$ cat config.mk
export PLATFORM = sky130hd
export DESIGN_NAME = dense_matrix_multiply_core
export DESIGN_NICKNAME = d
export VERILOG_FILES = /design/src/dmm_pkg.sv /design/src/dense_matrix_multiply_core.sv /design/src/dmm_ram.sv /design/src/dmm_ctrl.sv /design/src/dmm_datapath.sv
export SDC_FILE = /design/constraint.sdc
export NUM_CORES = 2
export LEC_CHECK = 0
export BUFFER_PORTS_ARGS = -buffer_cell sky130_fd_sc_hd__buf_2
export CORE_ASPECT_RATIO = 0.8
export CORE_MARGIN = 5
export CORE_UTILIZATION = 45
export DETAILED_ROUTE_END_ITERATION = 6
export GPL_ROUTABILITY_DRIVEN = 0
export PLACE_DENSITY = 0.56
export REMOVE_ABC_BUFFERS = 1
export SLEW_MARGIN = 0
export SYNTH_ARGS = -nofsm -noshare
export SYNTH_HDL_FRONTEND = slang
export SYNTH_HIERARCHICAL = 1
export SYNTH_SLANG_ARGS = --single-unit
export TNS_END_PERCENT = 100
$ cat constraint.sdc
create_clock -name clk -period 11.56 [get_ports clk]
set_clock_uncertainty 0.15 [all_clocks]
set_input_delay 2.312 -clock clk [delete_from_list [all_inputs] [get_ports clk]]
set_output_delay 2.312 -clock clk [all_outputs]
set_load 0.005 [all_outputs]
$ cat src/dmm_pkg.sv
// ---------------------------------------------------------------------------
// dmm_pkg
// shared constants, op codes, command/status types and helpers for the
// dense matrix multiply core
// ---------------------------------------------------------------------------
package dmm_pkg;

  localparam int MAX_DIM_DEF   = 8;
  localparam int ELEM_BITS_DEF = 16;

  // fixed field widths
  localparam int IDX_BITS     = 3;
  localparam int VAL_BITS     = 16;
  localparam int ACC_W        = 40;
  localparam int DIM_BITS     = 4;
  localparam int CFG_IDX_BITS = 2;
  localparam int OP_BITS      = 2;

  localparam logic [DIM_BITS-1:0] DIM_RESET = DIM_BITS'(8);

  // item op codes
  localparam logic [OP_BITS-1:0] OP_LOAD_A = 2'd0;
  localparam logic [OP_BITS-1:0] OP_LOAD_B = 2'd1;
  localparam logic [OP_BITS-1:0] OP_START  = 2'd2;

  // configuration register indexes
  localparam logic [CFG_IDX_BITS-1:0] REG_A_ROWS    = 2'd0;
  localparam logic [CFG_IDX_BITS-1:0] REG_INNER_LEN = 2'd1;
  localparam logic [CFG_IDX_BITS-1:0] REG_B_COLS    = 2'd2;

  typedef struct packed {
    logic                wr_a;
    logic                wr_b;
    logic                issue;      // read one term of the dot product
    logic                first;
    logic                last_term;
    logic                xfer;       // move finished sum into output register
    logic                xfer_last;
    logic [IDX_BITS-1:0] row;
    logic [IDX_BITS-1:0] col;
    logic [IDX_BITS-1:0] k;
  } dmm_cmd_t;

  typedef struct packed {
    logic acc_ready;
    logic out_free;
  } dmm_status_t;

  // last index of a dimension after clamping to 1..max_dim
  function automatic logic [IDX_BITS-1:0] dim_last(input logic [DIM_BITS-1:0] v,
                                                   input int unsigned max_dim);
    logic [IDX_BITS-1:0] res;
    if (v == '0) begin
      res = '0;
    end else if (32'(v) > max_dim) begin
      res = IDX_BITS'(max_dim - 1);
    end else begin
      res = IDX_BITS'(v - DIM_BITS'(1));
    end
    return res;
  endfunction

endpackage

$ cat src/dense_matrix_multiply_core.sv
// ---------------------------------------------------------------------------
// dense_matrix_multiply_core
// fixed-point c = a x b: load beats fill the a and b stores, a start beat
// streams out every c element in row-major order, last one marked by tlast
// ---------------------------------------------------------------------------
// an in-range load beat writes its store as it is accepted; loads are accepted back to back while idle
// after a start beat, tvalid rises for the first result once its terms have passed the read and multiply registers
// and the accumulator, and its sum has moved into the output register; each result is summed term by term on the single
// multiply-accumulate unit (one store read per term, then read, multiply, accumulate) and waits until the output
// register is free before the next one starts; tready is low during a run
// reset: synchronous, dimension registers return to 8, stores hold no reset
module dense_matrix_multiply_core #(
  parameter int MAX_DIM   = dmm_pkg::MAX_DIM_DEF,
  parameter int ELEM_BITS = dmm_pkg::ELEM_BITS_DEF
) (
  input  logic                                  clk,
  input  logic                                  rst,
  input  logic                                  s_axis_tvalid,
  output logic                                  s_axis_tready,
  input  logic [23:0]                           s_axis_tdata,  // row_index, col_index, elem_value
  input  logic [dmm_pkg::OP_BITS-1:0]           s_axis_tuser,  // command
  output logic                                  m_axis_tvalid,
  input  logic                                  m_axis_tready,
  output logic [47:0]                           m_axis_tdata,  // out_row, out_col, out_value
  output logic                                  m_axis_tlast,  // last_flag
  input  logic                                  cfg_we,
  input  logic [dmm_pkg::CFG_IDX_BITS-1:0]      cfg_index,
  input  logic [dmm_pkg::DIM_BITS-1:0]          cfg_data
);

  import dmm_pkg::*;

  logic [DIM_BITS-1:0]      a_rows;
  logic [DIM_BITS-1:0]      inner_len;
  logic [DIM_BITS-1:0]      b_cols;
  logic [IDX_BITS-1:0]      nr_last;
  logic [IDX_BITS-1:0]      nk_last;
  logic [IDX_BITS-1:0]      nc_last;
  logic [IDX_BITS-1:0]      in_row;
  logic [IDX_BITS-1:0]      in_col;
  logic signed [VAL_BITS-1:0] in_value;
  logic [IDX_BITS-1:0]      out_row;
  logic [IDX_BITS-1:0]      out_col;
  logic [ACC_W-1:0]         out_value;
  dmm_cmd_t                 cmd;
  dmm_status_t              status;

  always_ff @(posedge clk) begin
    if (rst) begin
      a_rows    <= DIM_RESET;
      inner_len <= DIM_RESET;
      b_cols    <= DIM_RESET;
    end else if (cfg_we) begin
      case (cfg_index)
        REG_A_ROWS:    a_rows    <= cfg_data;
        REG_INNER_LEN: inner_len <= cfg_data;
        REG_B_COLS:    b_cols    <= cfg_data;
        default: begin
        end
      endcase
    end
  end

  // zero acts as one, anything past the store size as the store size
  assign nr_last = dim_last(a_rows, MAX_DIM);
  assign nk_last = dim_last(inner_len, MAX_DIM);
  assign nc_last = dim_last(b_cols, MAX_DIM);

  assign in_row   = s_axis_tdata[2:0];
  assign in_col   = s_axis_tdata[5:3];
  assign in_value = $signed(s_axis_tdata[21:6]);

  dmm_ctrl #(
    .MAX_DIM (MAX_DIM)
  ) u_ctrl (
    .clk      (clk),
    .rst      (rst),
    .in_valid (s_axis_tvalid),
    .in_ready (s_axis_tready),
    .in_op    (s_axis_tuser),
    .in_row   (in_row),
    .in_col   (in_col),
    .nr_last  (nr_last),
    .nk_last  (nk_last),
    .nc_last  (nc_last),
    .status   (status),
    .cmd      (cmd)
  );

  dmm_datapath #(
    .MAX_DIM   (MAX_DIM),
    .ELEM_BITS (ELEM_BITS)
  ) u_datapath (
    .clk       (clk),
    .rst       (rst),
    .cmd       (cmd),
    .in_row    (in_row),
    .in_col    (in_col),
    .in_value  (in_value),
    .out_ready (m_axis_tready),
    .status    (status),
    .out_valid (m_axis_tvalid),
    .out_row   (out_row),
    .out_col   (out_col),
    .out_value (out_value),
    .out_last  (m_axis_tlast)
  );

  assign m_axis_tdata = {2'b00, out_value, out_col, out_row};

endmodule

$ cat src/dmm_ram.sv
// ---------------------------------------------------------------------------
// dmm_ram
// generic single write port, single read port ram with registered read
// ---------------------------------------------------------------------------
module dmm_ram #(
  parameter int WIDTH = 16,
  parameter int DEPTH = 64
) (
  input  logic                     clk,
  input  logic                     we,
  input  logic [$clog2(DEPTH)-1:0] waddr,
  input  logic [WIDTH-1:0]         wdata,
  input  logic                     re,
  input  logic [$clog2(DEPTH)-1:0] raddr,
  output logic [WIDTH-1:0]         rdata
);

  logic [WIDTH-1:0] mem [DEPTH];

  always_ff @(posedge clk) begin
    if (we) begin
      mem[waddr] <= wdata;
    end
    if (re) begin
      rdata <= mem[raddr];
    end
  end

endmodule

$ cat src/dmm_ctrl.sv
// ---------------------------------------------------------------------------
// dmm_ctrl
// sequencer: takes load and start beats, walks row, column and inner index
// and hands finished sums to the output register
// ---------------------------------------------------------------------------
module dmm_ctrl #(
  parameter int MAX_DIM = dmm_pkg::MAX_DIM_DEF
) (
  input  logic                               clk,
  input  logic                               rst,
  input  logic                               in_valid,
  output logic                               in_ready,
  input  logic [dmm_pkg::OP_BITS-1:0]        in_op,
  input  logic [dmm_pkg::IDX_BITS-1:0]       in_row,
  input  logic [dmm_pkg::IDX_BITS-1:0]       in_col,
  input  logic [dmm_pkg::IDX_BITS-1:0]       nr_last,
  input  logic [dmm_pkg::IDX_BITS-1:0]       nk_last,
  input  logic [dmm_pkg::IDX_BITS-1:0]       nc_last,
  input  dmm_pkg::dmm_status_t               status,
  output dmm_pkg::dmm_cmd_t                  cmd
);

  import dmm_pkg::*;

  typedef enum logic [1:0] {
    ST_IDLE,
    ST_RUN,
    ST_DRAIN
  } state_t;

  state_t              state;
  logic [IDX_BITS-1:0] r;
  logic [IDX_BITS-1:0] c;
  logic [IDX_BITS-1:0] k;
  logic                in_range;
  logic                accept;
  logic                run_end;

  assign in_ready = (state == ST_IDLE);
  assign accept   = in_valid && in_ready;
  assign in_range = ((IDX_BITS+1)'(in_row) < (IDX_BITS+1)'(MAX_DIM)) &&
                    ((IDX_BITS+1)'(in_col) < (IDX_BITS+1)'(MAX_DIM));
  assign run_end  = (r == nr_last) && (c == nc_last);

  always_comb begin
    cmd           = '0;
    cmd.row       = r;
    cmd.col       = c;
    cmd.k         = k;
    cmd.wr_a      = accept && (in_op == OP_LOAD_A) && in_range;
    cmd.wr_b      = accept && (in_op == OP_LOAD_B) && in_range;
    cmd.issue     = (state == ST_RUN);
    cmd.first     = (k == '0);
    cmd.last_term = (k == nk_last);
    cmd.xfer      = (state == ST_DRAIN) && status.acc_ready && status.out_free;
    cmd.xfer_last = run_end;
  end

  always_ff @(posedge clk) begin
    if (rst) begin
      state <= ST_IDLE;
      r     <= '0;
      c     <= '0;
      k     <= '0;
    end else begin
      case (state)
        ST_IDLE: begin
          if (accept && (in_op == OP_START)) begin
            r     <= '0;
            c     <= '0;
            k     <= '0;
            state <= ST_RUN;
          end
        end
        ST_RUN: begin
          if (k == nk_last) begin
            k     <= '0;
            state <= ST_DRAIN;
          end else begin
            k <= k + IDX_BITS'(1);
          end
        end
        ST_DRAIN: begin
          if (status.acc_ready && status.out_free) begin
            if (run_end) begin
              state <= ST_IDLE;
            end else begin
              state <= ST_RUN;
              if (c == nc_last) begin
                c <= '0;
                r <= r + IDX_BITS'(1);
              end else begin
                c <= c + IDX_BITS'(1);
              end
            end
          end
        end
        default: begin
          state <= ST_IDLE;
        end
      endcase
    end
  end

endmodule

$ cat src/dmm_datapath.sv
// ---------------------------------------------------------------------------
// dmm_datapath
// element stores, one multiply-accumulate unit and the output register
// ---------------------------------------------------------------------------
module dmm_datapath #(
  parameter int MAX_DIM   = dmm_pkg::MAX_DIM_DEF,
  parameter int ELEM_BITS = dmm_pkg::ELEM_BITS_DEF
) (
  input  logic                                clk,
  input  logic                                rst,
  input  dmm_pkg::dmm_cmd_t                   cmd,
  input  logic [dmm_pkg::IDX_BITS-1:0]        in_row,
  input  logic [dmm_pkg::IDX_BITS-1:0]        in_col,
  input  logic signed [dmm_pkg::VAL_BITS-1:0] in_value,
  input  logic                                out_ready,
  output dmm_pkg::dmm_status_t                status,
  output logic                                out_valid,
  output logic [dmm_pkg::IDX_BITS-1:0]        out_row,
  output logic [dmm_pkg::IDX_BITS-1:0]        out_col,
  output logic [dmm_pkg::ACC_W-1:0]           out_value,
  output logic                                out_last
);

  import dmm_pkg::*;

  localparam int DEPTH  = MAX_DIM * MAX_DIM;
  localparam int ADDR_W = $clog2(DEPTH);

  logic [ADDR_W-1:0]            wr_addr;
  logic [ADDR_W-1:0]            a_raddr;
  logic [ADDR_W-1:0]            b_raddr;
  logic signed [ELEM_BITS-1:0]  wr_elem;
  logic [ELEM_BITS-1:0]         a_rd;
  logic [ELEM_BITS-1:0]         b_rd;
  logic                         v1;
  logic                         first1;
  logic                         last1;
  logic                         v2;
  logic                         first2;
  logic                         last2;
  logic signed [2*ELEM_BITS-1:0] prod;
  logic [ACC_W-1:0]             acc;
  logic                         acc_ready;

  assign wr_addr = ADDR_W'(ADDR_W'(in_row) * ADDR_W'(MAX_DIM) + ADDR_W'(in_col));
  assign a_raddr = ADDR_W'(ADDR_W'(cmd.row) * ADDR_W'(MAX_DIM) + ADDR_W'(cmd.k));
  assign b_raddr = ADDR_W'(ADDR_W'(cmd.k) * ADDR_W'(MAX_DIM) + ADDR_W'(cmd.col));
  // sign extends or cuts the q8.8 value to the element width
  assign wr_elem = ELEM_BITS'(in_value);

  dmm_ram #(
    .WIDTH (ELEM_BITS),
    .DEPTH (DEPTH)
  ) u_a_store (
    .clk   (clk),
    .we    (cmd.wr_a),
    .waddr (wr_addr),
    .wdata (wr_elem),
    .re    (cmd.issue),
    .raddr (a_raddr),
    .rdata (a_rd)
  );

  dmm_ram #(
    .WIDTH (ELEM_BITS),
    .DEPTH (DEPTH)
  ) u_b_store (
    .clk   (clk),
    .we    (cmd.wr_b),
    .waddr (wr_addr),
    .wdata (wr_elem),
    .re    (cmd.issue),
    .raddr (b_raddr),
    .rdata (b_rd)
  );

  assign status.acc_ready = acc_ready;
  assign status.out_free  = !out_valid || out_ready;

  // read, multiply, accumulate
  always_ff @(posedge clk) begin
    if (rst) begin
      v1        <= 1'b0;
      v2        <= 1'b0;
      acc_ready <= 1'b0;
    end else begin
      v1 <= cmd.issue;
      v2 <= v1;
      if (v2 && last2) begin
        acc_ready <= 1'b1;
      end else if (cmd.xfer) begin
        acc_ready <= 1'b0;
      end
    end
    first1 <= cmd.first;
    last1  <= cmd.last_term;
    first2 <= first1;
    last2  <= last1;
    prod   <= $signed(a_rd) * $signed(b_rd);
    if (v2) begin
      // sum wraps at the accumulator width
      acc <= first2 ? ACC_W'(prod) : acc + ACC_W'(prod);
    end
  end

  // output register
  always_ff @(posedge clk) begin
    if (rst) begin
      out_valid <= 1'b0;
    end else if (cmd.xfer) begin
      out_valid <= 1'b1;
    end else if (out_ready) begin
      out_valid <= 1'b0;
    end
    if (cmd.xfer) begin
      out_row   <= cmd.row;
      out_col   <= cmd.col;
      out_value <= acc;
      out_last  <= cmd.xfer_last;
    end
  end

  a_xfer_needs_sum : assert property (@(posedge clk) disable iff (rst)
    cmd.xfer |-> acc_ready)
    else $error("result moved out before its sum was complete");

  a_no_overwrite : assert property (@(posedge clk) disable iff (rst)
    (out_valid && !out_ready) |-> !cmd.xfer)
    else $error("output register overwritten while held");

  a_no_term_on_held_sum : assert property (@(posedge clk) disable iff (rst)
    v2 |-> !acc_ready)
    else $error("new term accumulated over an unsent sum");

endmodule
==> results by group <==
Run status
  – Status: completed

Placement
  – Placed cell count: 8357
  – Setup Slack @ Placement: about 4200 ps
  – DP Area: 102000 um2
  – PortBufs: 83
  – DP HPWL: roughly 150000 um

Power and ir drop
  – Static leakage: around 36 nW
  – Int Pwr: roughly 15 mW
  – Maximum vdd ir drop: roughly 0.21 mV
  – Sequential power share: 44.5%
  – Overall Power: approximately 20 mW
  – Switching pwr: 5.52 mW
  – Comb power frac: approximately a fifth
  – Switching share of power: between 20% and 30%
  – Clock power frac: roughly a third
  – Pwr/cell area: around 190 nW/um2

Critical path
  – Crit end category: flip-flop
  – Worst-path fanout max: 16
  – CP arrival: between 7000 and 8000 ps
  – Worst endpoint required time: 12120 ps
  – Setup CP Type: reg -> reg
  – Worst setup SP type: flip-flop

Synthesis
  – Post-Syn Area: 98100 um2
  – Yosys warns: 6
  – Yosys reg bits: roughly 2200
  – Cell variety after synth: 94
  – Synthesized instance count: approximately 5500
  – Mean Syn Cell Area: about 18 um2
  – Most used flip-flop cell after synthesis: edfxtp_1
  – Asr flop ratio synth: 0%
  – Seq/Total Area, Yosys: roughly 68%
  – Number of synthesized flops with an enable pin: 2167

Clock network
  – Root Buffer: clkbuf_16
  – Setup bufs post-CTS: 0
  – CTS resizes: 0
  – Total CTS buffers: between 200 and 250
  – Clock buffer depth: 4
  – Worst-skew pair later-pin latency: approximately 900 ps
  – Clock slew at reported path FFs: ~60 ps
  – Sink Count: 2230
  – CTS hold repair buffers: 0
  – H-tree depth: 4
  – CTS tree: yes

Layout
  – Area delta synth->final: 11.2%
  – Filler cells: between 15000 and 20000
  – Flip-flop and latch area: 66400 um2
  – Fin area: around 110000 um2
  – Most common cell after layout, fill and taps aside: edfxtp_1
  – Commonest cells after routing, fill and taps aside: edfxtp_1, mux4_2, inv_1
  – Area of the multi-input gates: between 20000 and 30000 um2
  – Util after Layout: 50.2%
  – Layout cell share with drive strength beyond 1: 19.3%
  – Non-filler cells, final: 8765
  – Final nets: just over 6000

Global route
  – Global-route wire length before repair: between 300000 and 400000 um
  – GRT overflow: 0
  – Vias in the first global route: approximately 50000
  – All-Layer GR Usage: 20.6%
  – Initial antenna violation count: 10
  – Largest net degree at the start of global routing: just over 100

Die
  – FP Rows: approximately 150
  – Die Wd: approximately 530 um
  – Die ar.: 227000 um2
  – CORE AREA: between 200000 and 250000 um2
  – Initial core utilization: 45.2%
  – Die H: between 400 and 500 um
  – # IOs: 88

STA
  – Max-slew violations: 0
  – Tmin final: ~7300 ps
  – Final Hold Viols: 0
  – Final worst hold slack: 189 ps
  – Tcrit/Tclk final: roughly 63%
  – Worst setup margin: between 4000 and 5000 ps
  – Setup violators final: 0
  – Fin Setup TNS: 0 ps
  – Achievable frequency: between 0.1 and 0.15 GHz
  – Unrepaired setup endpoints after global routing: no
  – Slew headroom: roughly 17%
  – Tightest Pin Transition: roughly 1200 ps

Drt
  – DR WL/cell: ~27 um
  – Number of remaining DRC errors: 0
  – Vias per cell: around 5.7
  – DRT iter0 DRCs: between 4000 and 5000
  – TritonRoute pass-1 iters: 6
  – WL final: 236000 um
  – Detailed-route via count: between 40000 and 50000
  – Final ANT Viol Nets: 0

Min path
  – Worst hold path type: reg -> reg

Flow run
  – Max Cap Viol: 0
## per-layer routing
layer  vias up  routed length, um  global-route usage [%]
met4         0               4640                    4.42
met2      1518             108000                    31.9
met3       296              15200                    3.29
li1      21800                  -                       -
met5         -                  0                       0
met1     26400             108000                    31.1
## cell usage after synthesis (20+ instances only)
library cell     n  area [um2]
a21o_1          44         330
nand2b_1        39         244
buf_6           36         405
fa_1           263        5270
o21ai_0         65         325
nor2b_1         71         444
a211oi_1        29         218
nand2_1        301        1130
a31oi_1         23         144
mux2i_1        188        1880
a311oi_1        20         175
xnor2_1         41         359
xor2_1          23         201
mux4_2         440        9910
nand3_1         73         365
clkbuf_1       108         405
nor3_1          29         145
buf_2           76         380
mux2_2          56         631
ha_1           128        1600
a22oi_1         81         608
nand4_1         30         188
inv_1          322        1210
buf_4           30         225
nor2_1         211         792
a21oi_1         93         465
dfxtp_1         63        1260
and2_1         135         845
edfxtp_1      2167       65100
a221oi_1        33         289
## path summary, 6_finish.rpt
check | startpoint | to | slack, ps | depth (start not counted)
hold reg to reg | u_datapath/first1 | u_datapath/first2 | 190 | 0
setup / recovery | u_datapath/u_a_store/rdata[15] | u_datapath/prod[31] | 4270 | 18
hold / removal | u_datapath/first1 | u_datapath/first2 | 190 | 0
setup reg to reg | u_datapath/u_a_store/rdata[15] | u_datapath/prod[31] | 4270 | 18
## power by group through the flow
stage | combinational (mW) | sequential (mW) | clock (mW)
3_3_place_gp | 4.12 | 9.24 | 0
6_report | 4.16 | 9.07 | 7.14
4_1_cts | 4.19 | 9.07 | 7.32
3_5_place_dp | 4.17 | 9.24 | 0
5_1_grt | 4.78 | 9.08 | 7.65
2_1_floorplan | 3.21 | 9.24 | 0
## logic make-up (layout without fill, tap and decap cells)
family / count (synthesis) / in the layout / share of synthesized area [%]
adder cells (fa/ha/maj): 395 / 395 / 7.04
other: 1 / 12 / 0.00382
buffers and inverters: 602 / 992 / 3.04
AO/OA/AOI/OAI: 527 / 527 / 3.77
AND/OR/NAND/NOR: 986 / 986 / 5.04
multiplexers: 692 / 692 / 12.9
flip-flops: 2230 / 2230 / 67.6
XOR/XNOR: 64 / 64 / 0.572
## cell type report
class                      count  share of cell area [%]
antenna                       10                  0.0230
clock buffer                 264                    5.32
clock inverter               134                    1.20
inverter                     322                    1.11
multi-input combinational   2666                    26.4
sequential                  2230                    60.9
tap                         2867                    3.29
timing repair buffer         272                    1.76
## critical path, cell delays in order (launching register included)
cell      delay, ps
edfxtp_1        630
nand2_1         220
inv_1           110
fa_1            640
fa_1            900
fa_1            530
fa_1            510
fa_1            500
inv_1            50
fa_1            470
inv_1            40
ha_1            220
or3_1           410
a21oi_1         150
o21ai_1         150
nor4b_1         830
nor3_1          240
o211a_1         280
a211oi_1        150
## registers in the layout, summed over array words and instances, names as in the netlist, 16 cells and up
register and flops:
u_datapath/acc 40, u_datapath/out_value 40, u_datapath/prod 32, u_datapath/u_a_store/mem 1024, u_datapath/u_a_store/rdata 16, u_datapath/u_b_store/mem 1024, u_datapath/u_b_store/rdata 16
Power figures use the tool's default switching activity.
